==> src/design/mch_pkg.sv <==
`timescale 1ns / 1ps
// ----------------------------------------------------------------------------
// mch_pkg
// Shared types, constants and the arctangent table for the compass heading
// core.
// ----------------------------------------------------------------------------
package mch_pkg;

  // Burst layout and algorithm sizing
  localparam int BURST_BYTES       = 6;
  localparam int CORDIC_STEPS      = 16;
  localparam int HEADING_FRAC_BITS = 7;
  localparam int ANG_FRAC          = 16;

  // Datapath widths
  localparam int CNT_W   = 3;
  localparam int RAWX_W  = 16;
  localparam int RAWY_W  = 17;
  localparam int DIFF_W  = 18;
  localparam int PROD_W  = 35;
  localparam int CAL_W   = 18;
  localparam int CAL_FRAC = 14;
  localparam int SHR_W   = PROD_W - CAL_FRAC;
  localparam int XY_W    = 21;
  localparam int Z_W     = 27;
  localparam int ATAN_W  = 22;
  localparam int ITER_W  = $clog2(CORDIC_STEPS);
  localparam int HEAD_W  = 16;

  localparam logic signed [CAL_W-1:0] CAL_MAX = 18'sd131071;
  localparam logic signed [CAL_W-1:0] CAL_MIN = -18'sd131072;

  localparam logic signed [Z_W-1:0] Z_QUARTER = Z_W'(90 << ANG_FRAC);
  localparam logic signed [Z_W-1:0] Z_HALF    = Z_W'(180 << ANG_FRAC);
  localparam int HEAD_SHIFT = ANG_FRAC - HEADING_FRAC_BITS;
  localparam logic signed [Z_W-1:0] HEAD_ROUND = Z_W'(1 << (HEAD_SHIFT - 1));
  localparam logic signed [Z_W-1:0] HEAD_FULL  = Z_W'(360 << HEADING_FRAC_BITS);

  // Configuration register indexes
  typedef enum logic [1:0] {
    REG_BIAS_X  = 2'd0,
    REG_BIAS_Y  = 2'd1,
    REG_SCALE_X = 2'd2,
    REG_SCALE_Y = 2'd3
  } cfg_reg_t;

  // Controller states
  typedef enum logic [2:0] {
    ST_IDLE,
    ST_MUL_X,
    ST_MUL_Y,
    ST_SAT_Y,
    ST_PRE,
    ST_ITER,
    ST_FIN
  } state_t;

  // Commands from controller to datapath
  typedef struct packed {
    logic capture;
    logic mul_x;
    logic mul_y;
    logic sat_y;
    logic pre;
    logic iter;
    logic load;
  } cmd_t;

  // Status from datapath to controller
  typedef struct packed {
    logic iter_last;
  } status_t;

  // atan(2^-i) in 2^-16 degree
  function automatic logic [ATAN_W-1:0] atan_entry(input logic [4:0] i);
    logic [ATAN_W-1:0] v;
    case (i)
      5'd0:    v = 22'd2949120;
      5'd1:    v = 22'd1740967;
      5'd2:    v = 22'd919879;
      5'd3:    v = 22'd466945;
      5'd4:    v = 22'd234379;
      5'd5:    v = 22'd117304;
      5'd6:    v = 22'd58666;
      5'd7:    v = 22'd29335;
      5'd8:    v = 22'd14668;
      5'd9:    v = 22'd7334;
      5'd10:   v = 22'd3667;
      5'd11:   v = 22'd1833;
      5'd12:   v = 22'd917;
      5'd13:   v = 22'd458;
      5'd14:   v = 22'd229;
      5'd15:   v = 22'd115;
      5'd16:   v = 22'd57;
      5'd17:   v = 22'd29;
      5'd18:   v = 22'd14;
      5'd19:   v = 22'd7;
      5'd20:   v = 22'd4;
      5'd21:   v = 22'd2;
      5'd22:   v = 22'd1;
      default: v = 22'd0;
    endcase
    return v;
  endfunction

endpackage

==> src/design/magnetometer_compass_heading_core.sv <==
`timescale 1ns / 1ps
// ----------------------------------------------------------------------------
// magnetometer_compass_heading_core
// Compass heading from a magnetometer read burst, with bias and scale
// calibration and an iterative CORDIC arctangent.
// ----------------------------------------------------------------------------
// Usage:
//   Byte channel (byte_valid / byte_stall, data_byte, end_of_burst) takes the
//   read-data bytes of a sensor burst, one transaction per byte. A byte that
//   is not the last of a burst is taken without a stall in idle and gives no result.
//   The last byte of a burst starts a computation: the X and Y products in the
//   shared multiplier, a saturation step for Y, a pre-rotation step, CORDIC_STEPS
//   (16) CORDIC iterations and a final step that loads the result. byte_stall
//   stays high until the block is back in idle.
//   Result channel (result_valid / result_stall) carries heading, fresh and
//   the calibrated axes from an output register; bytes of the next burst are
//   taken while a result waits. If the previous result is still stalled when
//   a new one is ready, the block holds in its final state until it leaves.
//   Configuration: cfg_write with cfg_index and cfg_data, idle only.
//   Reset (synchronous, rst high) clears the byte count, the raw sample and
//   result_valid and restores unity scale and zero bias.
// ----------------------------------------------------------------------------
module magnetometer_compass_heading_core (
  input  logic                               clk,
  input  logic                               rst,
  input  logic                               cfg_write,
  input  logic [1:0]                         cfg_index,
  input  logic [15:0]                        cfg_data,
  input  logic                               byte_valid,
  output logic                               byte_stall,
  input  logic [7:0]                         data_byte,
  input  logic                               end_of_burst,
  output logic                               result_valid,
  input  logic                               result_stall,
  output logic [mch_pkg::HEAD_W-1:0]         heading,
  output logic                               fresh,
  output logic signed [mch_pkg::CAL_W-1:0]   calibrated_x,
  output logic signed [mch_pkg::CAL_W-1:0]   calibrated_y
);

  mch_pkg::cmd_t    cmd;
  mch_pkg::status_t status;

  // Sequencer
  mch_ctrl u_ctrl (
    .clk          (clk),
    .rst          (rst),
    .byte_valid   (byte_valid),
    .end_of_burst (end_of_burst),
    .byte_stall   (byte_stall),
    .result_valid (result_valid),
    .result_stall (result_stall),
    .status       (status),
    .cmd          (cmd)
  );

  // Arithmetic and storage
  mch_dp u_dp (
    .clk          (clk),
    .rst          (rst),
    .cfg_write    (cfg_write),
    .cfg_index    (cfg_index),
    .cfg_data     (cfg_data),
    .data_byte    (data_byte),
    .end_of_burst (end_of_burst),
    .cmd          (cmd),
    .status       (status),
    .heading      (heading),
    .fresh        (fresh),
    .calibrated_x (calibrated_x),
    .calibrated_y (calibrated_y)
  );

endmodule

==> src/design/mch_ctrl.sv <==
`timescale 1ns / 1ps
// ----------------------------------------------------------------------------
// mch_ctrl
// Sequencer: takes burst bytes, steps the calibration multiplier and the
// CORDIC iterations, and owns the result valid flag.
// ----------------------------------------------------------------------------
module mch_ctrl (
  input  logic              clk,
  input  logic              rst,
  input  logic              byte_valid,
  input  logic              end_of_burst,
  output logic              byte_stall,
  output logic              result_valid,
  input  logic              result_stall,
  input  mch_pkg::status_t  status,
  output mch_pkg::cmd_t     cmd
);

  mch_pkg::state_t state;
  mch_pkg::state_t state_next;
  logic            result_valid_next;
  logic            accept;
  logic            out_free;

  assign accept   = byte_valid && !byte_stall;
  assign out_free = !result_valid || !result_stall;

  // Next state
  always_comb begin
    state_next = state;
    case (state)
      mch_pkg::ST_IDLE:  if (accept && end_of_burst) state_next = mch_pkg::ST_MUL_X;
      mch_pkg::ST_MUL_X: state_next = mch_pkg::ST_MUL_Y;
      mch_pkg::ST_MUL_Y: state_next = mch_pkg::ST_SAT_Y;
      mch_pkg::ST_SAT_Y: state_next = mch_pkg::ST_PRE;
      mch_pkg::ST_PRE:   state_next = mch_pkg::ST_ITER;
      mch_pkg::ST_ITER:  if (status.iter_last) state_next = mch_pkg::ST_FIN;
      mch_pkg::ST_FIN:   if (out_free) state_next = mch_pkg::ST_IDLE;
      default:           state_next = mch_pkg::ST_IDLE;
    endcase
  end

  // Outputs and commands
  always_comb begin
    cmd        = '0;
    byte_stall = 1'b1;
    case (state)
      mch_pkg::ST_IDLE: begin
        byte_stall  = 1'b0;
        cmd.capture = accept;
      end
      mch_pkg::ST_MUL_X: cmd.mul_x = 1'b1;
      mch_pkg::ST_MUL_Y: cmd.mul_y = 1'b1;
      mch_pkg::ST_SAT_Y: cmd.sat_y = 1'b1;
      mch_pkg::ST_PRE:   cmd.pre   = 1'b1;
      mch_pkg::ST_ITER:  cmd.iter  = 1'b1;
      mch_pkg::ST_FIN:   cmd.load  = out_free;
      default:           cmd       = '0;
    endcase
  end

  // Result valid: set on load, drop when the transaction completes
  always_comb begin
    result_valid_next = result_valid;
    if (cmd.load) begin
      result_valid_next = 1'b1;
    end else if (!result_stall) begin
      result_valid_next = 1'b0;
    end
  end

  always_ff @(posedge clk) begin
    if (rst) begin
      state        <= mch_pkg::ST_IDLE;
      result_valid <= 1'b0;
    end else begin
      state        <= state_next;
      result_valid <= result_valid_next;
    end
  end

  // Checks
  a_load_valid: assert property (@(posedge clk) disable iff (rst)
    cmd.load |=> result_valid)
    else $error("result not presented after load");

  a_burst_start: assert property (@(posedge clk) disable iff (rst)
    (accept && end_of_burst) |=> (state == mch_pkg::ST_MUL_X))
    else $error("burst end did not start calibration");

  a_iter_hold: assert property (@(posedge clk) disable iff (rst)
    (state == mch_pkg::ST_ITER && !status.iter_last) |=> (state == mch_pkg::ST_ITER))
    else $error("CORDIC left early");

  a_one_cmd: assert property (@(posedge clk) disable iff (rst)
    $onehot0(cmd))
    else $error("more than one command at once");

endmodule

==> src/design/mch_dp.sv <==
`timescale 1ns / 1ps
// ----------------------------------------------------------------------------
// mch_dp
// Datapath: byte store, raw sample, configuration registers, shared
// calibration multiplier, iterative CORDIC and the result register.
// ----------------------------------------------------------------------------
module mch_dp (
  input  logic                                   clk,
  input  logic                                   rst,
  input  logic                                   cfg_write,
  input  logic [1:0]                             cfg_index,
  input  logic [15:0]                            cfg_data,
  input  logic [7:0]                             data_byte,
  input  logic                                   end_of_burst,
  input  mch_pkg::cmd_t                          cmd,
  output mch_pkg::status_t                       status,
  output logic [mch_pkg::HEAD_W-1:0]             heading,
  output logic                                   fresh,
  output logic signed [mch_pkg::CAL_W-1:0]       calibrated_x,
  output logic signed [mch_pkg::CAL_W-1:0]       calibrated_y
);

  logic [mch_pkg::CNT_W-1:0]          byte_count;
  logic [7:0]                         byte_store [mch_pkg::BURST_BYTES];
  logic signed [mch_pkg::RAWX_W-1:0]  raw_x;
  logic signed [mch_pkg::RAWY_W-1:0]  raw_y;
  logic                               burst_fresh;
  logic signed [15:0]                 bias_x;
  logic signed [15:0]                 bias_y;
  logic [15:0]                        scale_x;
  logic [15:0]                        scale_y;

  logic signed [mch_pkg::DIFF_W-1:0]  diff_sel;
  logic [15:0]                        scale_sel;
  logic signed [mch_pkg::PROD_W-1:0]  prod;
  logic signed [mch_pkg::SHR_W-1:0]   prod_shr;
  logic signed [mch_pkg::CAL_W-1:0]   prod_sat;
  logic signed [mch_pkg::CAL_W-1:0]   cx;
  logic signed [mch_pkg::CAL_W-1:0]   cy;

  logic signed [mch_pkg::XY_W-1:0]    cx_ext;
  logic signed [mch_pkg::XY_W-1:0]    cy_ext;
  logic signed [mch_pkg::XY_W-1:0]    x;
  logic signed [mch_pkg::XY_W-1:0]    y;
  logic signed [mch_pkg::Z_W-1:0]     z;
  logic                               both_zero;
  logic [mch_pkg::ITER_W-1:0]         iter;
  logic signed [mch_pkg::XY_W-1:0]    dx;
  logic signed [mch_pkg::XY_W-1:0]    dy;
  logic signed [mch_pkg::Z_W-1:0]     dz;

  logic signed [mch_pkg::Z_W-1:0]     h_sum;
  logic signed [mch_pkg::Z_W-1:0]     h_pos;
  logic signed [mch_pkg::Z_W-1:0]     h_rnd;
  logic signed [mch_pkg::Z_W-1:0]     h_fin;

  // Configuration registers
  always_ff @(posedge clk) begin
    if (rst) begin
      bias_x  <= 16'sd0;
      bias_y  <= 16'sd0;
      scale_x <= 16'd16384;
      scale_y <= 16'd16384;
    end else if (cfg_write) begin
      case (cfg_index)
        mch_pkg::REG_BIAS_X:  bias_x  <= cfg_data;
        mch_pkg::REG_BIAS_Y:  bias_y  <= cfg_data;
        mch_pkg::REG_SCALE_X: scale_x <= cfg_data;
        mch_pkg::REG_SCALE_Y: scale_y <= cfg_data;
        default: ;
      endcase
    end
  end

  // Byte capture: store the first six bytes, saturate the count
  always_ff @(posedge clk) begin
    if (cmd.capture && byte_count < mch_pkg::CNT_W'(mch_pkg::BURST_BYTES)) begin
      byte_store[byte_count] <= data_byte;
    end
  end

  // Count and raw sample; a six-byte burst updates the sample
  always_ff @(posedge clk) begin
    if (rst) begin
      byte_count  <= '0;
      raw_x       <= '0;
      raw_y       <= '0;
      burst_fresh <= 1'b0;
    end else if (cmd.capture) begin
      if (end_of_burst) begin
        byte_count  <= '0;
        burst_fresh <= (byte_count == mch_pkg::CNT_W'(mch_pkg::BURST_BYTES - 1));
        if (byte_count == mch_pkg::CNT_W'(mch_pkg::BURST_BYTES - 1)) begin
          raw_x <= {byte_store[0], byte_store[1]};
          raw_y <= -(mch_pkg::RAWY_W'($signed({byte_store[4], data_byte})));
        end
      end else if (byte_count != '1) begin
        byte_count <= byte_count + 1'b1;
      end
    end
  end

  // Shared multiplier: subtract bias, scale
  always_comb begin
    if (cmd.mul_y) begin
      diff_sel  = mch_pkg::DIFF_W'(raw_y) - mch_pkg::DIFF_W'(bias_y);
      scale_sel = scale_y;
    end else begin
      diff_sel  = mch_pkg::DIFF_W'(raw_x) - mch_pkg::DIFF_W'(bias_x);
      scale_sel = scale_x;
    end
  end

  // Floor shift and saturate the registered product
  always_comb begin
    prod_shr = prod[mch_pkg::PROD_W-1:mch_pkg::CAL_FRAC];
    if (prod_shr > mch_pkg::SHR_W'(mch_pkg::CAL_MAX)) begin
      prod_sat = mch_pkg::CAL_MAX;
    end else if (prod_shr < mch_pkg::SHR_W'(mch_pkg::CAL_MIN)) begin
      prod_sat = mch_pkg::CAL_MIN;
    end else begin
      prod_sat = prod_shr[mch_pkg::CAL_W-1:0];
    end
  end

  always_ff @(posedge clk) begin
    if (cmd.mul_x || cmd.mul_y) begin
      prod <= mch_pkg::PROD_W'(diff_sel) * $signed({19'd0, scale_sel});
    end
    if (cmd.mul_y) begin
      cx <= prod_sat;
    end
    if (cmd.sat_y) begin
      cy <= prod_sat;
    end
  end

  // CORDIC micro-rotation terms
  assign cx_ext = mch_pkg::XY_W'(cx);
  assign cy_ext = mch_pkg::XY_W'(cy);
  assign dx     = y >>> iter;
  assign dy     = x >>> iter;
  assign dz     = $signed({5'd0, mch_pkg::atan_entry(5'(iter))});
  assign status.iter_last = (iter == mch_pkg::ITER_W'(mch_pkg::CORDIC_STEPS - 1));

  // Pre-rotate into the right half plane, then iterate
  always_ff @(posedge clk) begin
    if (cmd.pre) begin
      iter      <= '0;
      both_zero <= (cx == '0) && (cy == '0);
      if (cx < 0) begin
        if (cy >= 0) begin
          x <= cy_ext;
          y <= -cx_ext;
          z <= mch_pkg::Z_QUARTER;
        end else begin
          x <= -cy_ext;
          y <= cx_ext;
          z <= -mch_pkg::Z_QUARTER;
        end
      end else begin
        x <= cx_ext;
        y <= cy_ext;
        z <= '0;
      end
    end else if (cmd.iter) begin
      iter <= iter + 1'b1;
      if (y > 0) begin
        x <= x + dx;
        y <= y - dy;
        z <= z + dz;
      end else begin
        x <= x - dx;
        y <= y + dy;
        z <= z - dz;
      end
    end
  end

  // Offset by half a turn, round half up, clamp
  always_comb begin
    h_sum = both_zero ? mch_pkg::Z_HALF : (z + mch_pkg::Z_HALF);
    h_pos = (h_sum < 0) ? '0 : h_sum;
    h_rnd = (h_pos + mch_pkg::HEAD_ROUND) >>> mch_pkg::HEAD_SHIFT;
    h_fin = (h_rnd > mch_pkg::HEAD_FULL) ? mch_pkg::HEAD_FULL : h_rnd;
  end

  // Result register
  always_ff @(posedge clk) begin
    if (cmd.load) begin
      heading      <= h_fin[mch_pkg::HEAD_W-1:0];
      fresh        <= burst_fresh;
      calibrated_x <= cx;
      calibrated_y <= cy;
    end
  end

endmodule

==> config.mk <==
export PLATFORM = sky130hd
export DESIGN_NAME = magnetometer_compass_heading_core
export DESIGN_NICKNAME = d
export VERILOG_FILES = /design/src/design/mch_pkg.sv /design/src/design/magnetometer_compass_heading_core.sv /design/src/design/mch_ctrl.sv /design/src/design/mch_dp.sv
export SDC_FILE = /design/constraint.sdc
export NUM_CORES = 2
export LEC_CHECK = 0
export ABC_CLOCK_PERIOD_IN_PS = 9520
export BUFFER_PORTS_ARGS = -buffer_cell sky130_fd_sc_hd__buf_2
export CAP_MARGIN = 10
export CELL_PAD_IN_SITES_DETAIL_PLACEMENT = 0
export CELL_PAD_IN_SITES_GLOBAL_PLACEMENT = 1
export CORE_MARGIN = 1.5
export CORE_UTILIZATION = 25
export CTS_CLUSTER_SIZE = 30
export DETAILED_ROUTE_END_ITERATION = 7
export GPL_TIMING_DRIVEN = 0
export PLACE_DENSITY_LB_ADDON = 0.1
export SLEW_MARGIN = 20
export SYNTH_ARGS = -nofsm -noshare
export SYNTH_HDL_FRONTEND = slang
export SYNTH_SLANG_ARGS = --single-unit
export TNS_END_PERCENT = 10
==> constraint.sdc <==
create_clock -name clk -period 9.52 [get_ports clk]
set_clock_uncertainty 0.05 [all_clocks]
set_input_delay 1.904 -clock clk [delete_from_list [all_inputs] [get_ports clk]]
set_output_delay 1.904 -clock clk [all_outputs]
set_load 0.05 [all_outputs]
==> impl.org <==
** Worst setup path
- Crit start category :: flop
- Startpoint-to-endpoint class of the critical path :: reg -> reg
- The largest individual stage delay along the critical path comes from the cell sky130_fd_sc_hd__o21ai_1.
- Of all nets on the critical path, the largest fanout is 10.
- Crit path required time :: 9.74 ns
- Cell seen most often among critical-path stages :: sky130_fd_sc_hd__fa_1
- STA puts the critical path data arrival time at 9.33 ns.
- Kind of capture point of the worst setup path :: flop
- Largest stage delay on the critical path :: between 0.7 and 0.8 ns

** STA
- Final setup violation count :: 0
- At the pin with the least slew margin, the transition time is 1.102 ns.
- The final-report hold violation count was 0.
- The worst pin sits at a relative slew slack of 26.40%.
- Post-route clock period utilization :: 95.71%
- Timing would allow up to 109.7 MHz.
- Max-slew violations :: 0
- For the finished layout, the period the worst path requires is 9.112 ns.

** Synth
- Share of async-settable or async-resettable flops after synthesis :: 0%
- Count of yosys warnings during synthesis :: 0
- After Yosys synthesis, XOR and XNOR cells account for under 10% of the synthesized area.
- Complex-gate fraction of the synthesized area :: 12.35%
- In the synthesized netlist the dominant register cell turns out to be sky130_fd_sc_hd__edfxtp_1.
- Biggest area contributors in the synthesized netlist :: sky130_fd_sc_hd__edfxtp_1 (19%), sky130_fd_sc_hd__fa_1 (18%), sky130_fd_sc_hd__dfxtp_1 (8.1%)
- Counting flops with a built-in enable in the synthesized netlist gives approximately 200.
- Adder-cell area share of the yosys netlist :: 25.76%
- The mapped netlist covers 32,570 um2.
- Count of state elements after synthesis :: approximately 340
- In this run the biggest area consumer among cell types represents 18.81% of the synthesized area.
- The largest total area in the synthesized netlist belongs to sky130_fd_sc_hd__edfxtp_1.
- Synthesis produced a netlist whose cell count is 3,612.
- Counting every net in the synthesized netlist gives 4,140.
- Multiplexer cells account for under 10% of the synthesized area.
- Synth Area in Simple Gates :: 15.90%
- The synthesized netlist contains 80 unique library cells.
- A synthesized cell averages 9.018 um2.
- Share of synthesized area occupied by flip-flops and latches :: 26.86%
- After synthesis, the largest family of logic cells by area is adder cells.

** Floorplanning
- Die Span Y :: 364.0 um
- The floorplan step defined a core boundary enclosing 129,300 um2.
- In this run the core area contains ~130 standard-cell rows.
- Die width :: 364.0 um
- Effective utilization at floorplan :: 25.19%
- between 80 and 90 I/O pins were placed.
- The die covers between 100,000 and 150,000 um2.

** Clocking
- The number of clock buffers added by TritonCTS is 49.
- CTS built an H-tree with a depth of 2.
- Clock root cell :: sky130_fd_sc_hd__clkbuf_16
- At the later pin of the worst-skew pair, clock insertion delay measures roughly 0.63 ns.
- Total clock sinks :: 335
- Clock-pin transition on the worst setup and hold timing paths :: 0.05 ns
- Post-CTS Hold Fix Bufs :: 0
- Clock tree from TritonCTS :: built
- Max Root-Sink Buffers :: 3

** Cells and area
- Core Util, Final :: 29.11%
- Top library cells by usage in the layout, fill and taps aside :: sky130_fd_sc_hd__nand2_1 (554), sky130_fd_sc_hd__inv_1 (458), sky130_fd_sc_hd__fa_1 (288)
- Total number of nets in the final design :: 4,302
- In the final layout, the share of cells above drive strength 1 is 10.12%.
- Leading cell type in the layout, fill and taps excluded :: sky130_fd_sc_hd__nand2_1
- The layout has 14.01k filler cells.
- Area growth from synthesis to layout :: 15.58%

** Power
- Power, Total :: slightly above 6 mW
- Switching share of power :: between 30% and 40%
- Per report_power, the clock group accounts for 29.2% of the total.
- The analysis attributes to cell leakage a power of 15.38 nW.
- Across the VDD grid, the largest voltage drop is 0.1541 mV.
- Cell area power density :: 164.9 nW/um2
- Psw :: 2.430 mW
- Combinational logic burns 41.8% of the power.
- Reg power frac :: 29.0%
- The internal portion of the total power is about 3.8 mW.

** Placement
- Routability congestion estimate from global placement :: 0.8492
- The count of buffers added on input and output ports is 84.
- DP Wirelength :: ~95 mm

** Run
- Max Cap Viol :: 0

** Drt
- Using the TritonRoute via totals, the vias-per-cell ratio works out to 4.604.
- After the first detailed-routing iteration, the DRC count stood at 1,390.
- Routed length per placed instance :: 21.18 um
- DR vias :: 25.58k
- DRC :: 0
- The count of nets left with antenna violations once routing finished came out at 0.
- Total iterations of the first detailed-routing run :: 5
- The routed design has between 100 and 150 mm of wire.

** GRT
- Global-route wire length before repair :: 178.3 mm
- The number of global-route vias before repair came to around 27k.
- Entering global routing, the biggest net connects 29 pins.
- For this run the aggregate overflow at the end of global routing stands at 0.
- Number of antenna violations at the first check in global routing :: 4
- Global routing consumed, over all layers together, 18.01% of the routing resources.

** Hold path
- Min-Delay Path Class :: reg -> reg

** Outcome
- Outcome :: finished clean
## synthesized netlist by cell type (20+ instances only)
| cell type | count |
|---|---|
| sky130_fd_sc_hd__mux2i_1 | 58 |
| sky130_fd_sc_hd__xor2_1 | 98 |
| sky130_fd_sc_hd__a31oi_1 | 21 |
| sky130_fd_sc_hd__nand3_1 | 49 |
| sky130_fd_sc_hd__clkbuf_1 | 117 |
| sky130_fd_sc_hd__edfxtp_1 | 204 |
| sky130_fd_sc_hd__and2_1 | 55 |
| sky130_fd_sc_hd__nand2b_1 | 28 |
| sky130_fd_sc_hd__ha_1 | 205 |
| sky130_fd_sc_hd__a21o_1 | 51 |
| sky130_fd_sc_hd__mux4_2 | 35 |
| sky130_fd_sc_hd__dfxtp_1 | 131 |
| sky130_fd_sc_hd__o21ai_0 | 151 |
| sky130_fd_sc_hd__xnor2_1 | 136 |
| sky130_fd_sc_hd__a21oi_1 | 223 |
| sky130_fd_sc_hd__nand2_1 | 558 |
| sky130_fd_sc_hd__nor2b_1 | 22 |
| sky130_fd_sc_hd__inv_1 | 459 |
| sky130_fd_sc_hd__o211ai_1 | 33 |
| sky130_fd_sc_hd__o21a_1 | 44 |
| sky130_fd_sc_hd__or3_1 | 30 |
| sky130_fd_sc_hd__o31ai_1 | 22 |
| sky130_fd_sc_hd__mux2_2 | 23 |
| sky130_fd_sc_hd__nor4_1 | 20 |
| sky130_fd_sc_hd__nor3_1 | 47 |
| sky130_fd_sc_hd__nor2_1 | 269 |
| sky130_fd_sc_hd__fa_1 | 291 |
## critical path: cells and delay by family (launching register included)
family | cells | cell delay (ns)
adders and majority gates | 7 | 3.04
buffers and inverters | 9 | 1.67
and+or+nand+nor | 3 | 0.87
AOI/OAI and AO/OA | 8 | 2.56
muxes | 1 | 0.18
DFF | 1 | 0.32
## path summary, 6_finish.rpt
path,from,depth (start not counted),endpoint,slack [ns]
setup / recovery,u_ctrl.state[2],28,u_dp.prod[34],0.41
hold / removal,u_dp.burst_fresh,0,u_dp.fresh,0.38
setup reg to reg,u_ctrl.state[2],28,u_dp.prod[34],0.41
hold reg to reg,u_dp.burst_fresh,0,u_dp.fresh,0.38
## cell families (layout without fill, tap and decap cells)
logic type,count (synthesis),in the layout
AOI/OAI and AO/OA,657,657
xor gates and xnor gates,234,234
adders and majority gates,496,496
buffers and inverters,606,807
DFF,335,335
muxes,125,125
other,0,1
and+or+nand+nor,1159,1159
## per-layer routing
metal	global-route usage, %	share of wire (%)	vias up
li1	-	-	12450
met1	22.34	44	12690
met2	33.17	51	332
met3	1.789	2.6	109
met4	4.356	2.4	0
met5	0	0	-
## area by class of cell
cell class	instances	area [um2]	share of cell area, %
Timing Repair Buffer	117	763.2	2.027
Sequential cell	335	8748	23.24
Multi-Input combinational cell	2671	21950	58.32
Clock buffer	69	1415	3.759
Buffer	136	661.9	1.758
Inverter	464	1747	4.640
Antenna cell	1	2.502	0.006647
Tap cell	1742	2180	5.790
Clock inverter	21	173.9	0.4620
## power groups by stage
| stage | clock (mW) | combinational (mW) | sequential, mW |
|---|---|---|---|
| CTS | 1.88 | 2.62 | 1.80 |
| global placement | 0 | 2.55 | 1.83 |
| floorplan | 0 | 1.76 | 1.80 |
| finish | 1.81 | 2.59 | 1.80 |
| global route | 1.93 | 2.96 | 1.81 |
| detailed placement | 0 | 2.54 | 1.83 |
## stage by stage
step / TNS (ns) / std cells / hold slack, ns / area (um2) / setup WS (ns)
6_report: 0 / 5556 / 0.3833 / 37650 / 0.4082
5_1_grt: -0.003839 / 5555 / 0.3976 / 37640 / -0.003839
4_1_cts: 0 / 5546 / 0.3853 / 37360 / 0.008125
3_5_place_dp: -22.72 / 5448 / 0.3714 / 35390 / -2.173
3_3_place_gp: -45.86 / 5438 / 0.3632 / 35170 / -3.447
2_1_floorplan: 0 / 3612 / 0.3581 / 32570 / 0.8278
## repair_timing
item	in CTS	in global routing
resized for setup	87	53
pin swaps	10	18
gates cloned	0	0
buffers inserted	12	11
setup endpoints to repair	19	7
hold endpoints to repair	0	0
## registers in the layout (all words and copies together), names as in the netlist, 17 cells and up
signal             cells
u_dp.z                27
u_dp.cy               18
u_dp.cx               18
u_dp.x                21
u_dp.dz               22
u_dp.byte_store       24
u_dp.raw_y            17
u_dp.calibrated_y     18
u_dp.calibrated_x     18
u_dp.prod             21
u_dp.y                21
Power figures use the tool's default switching activity.
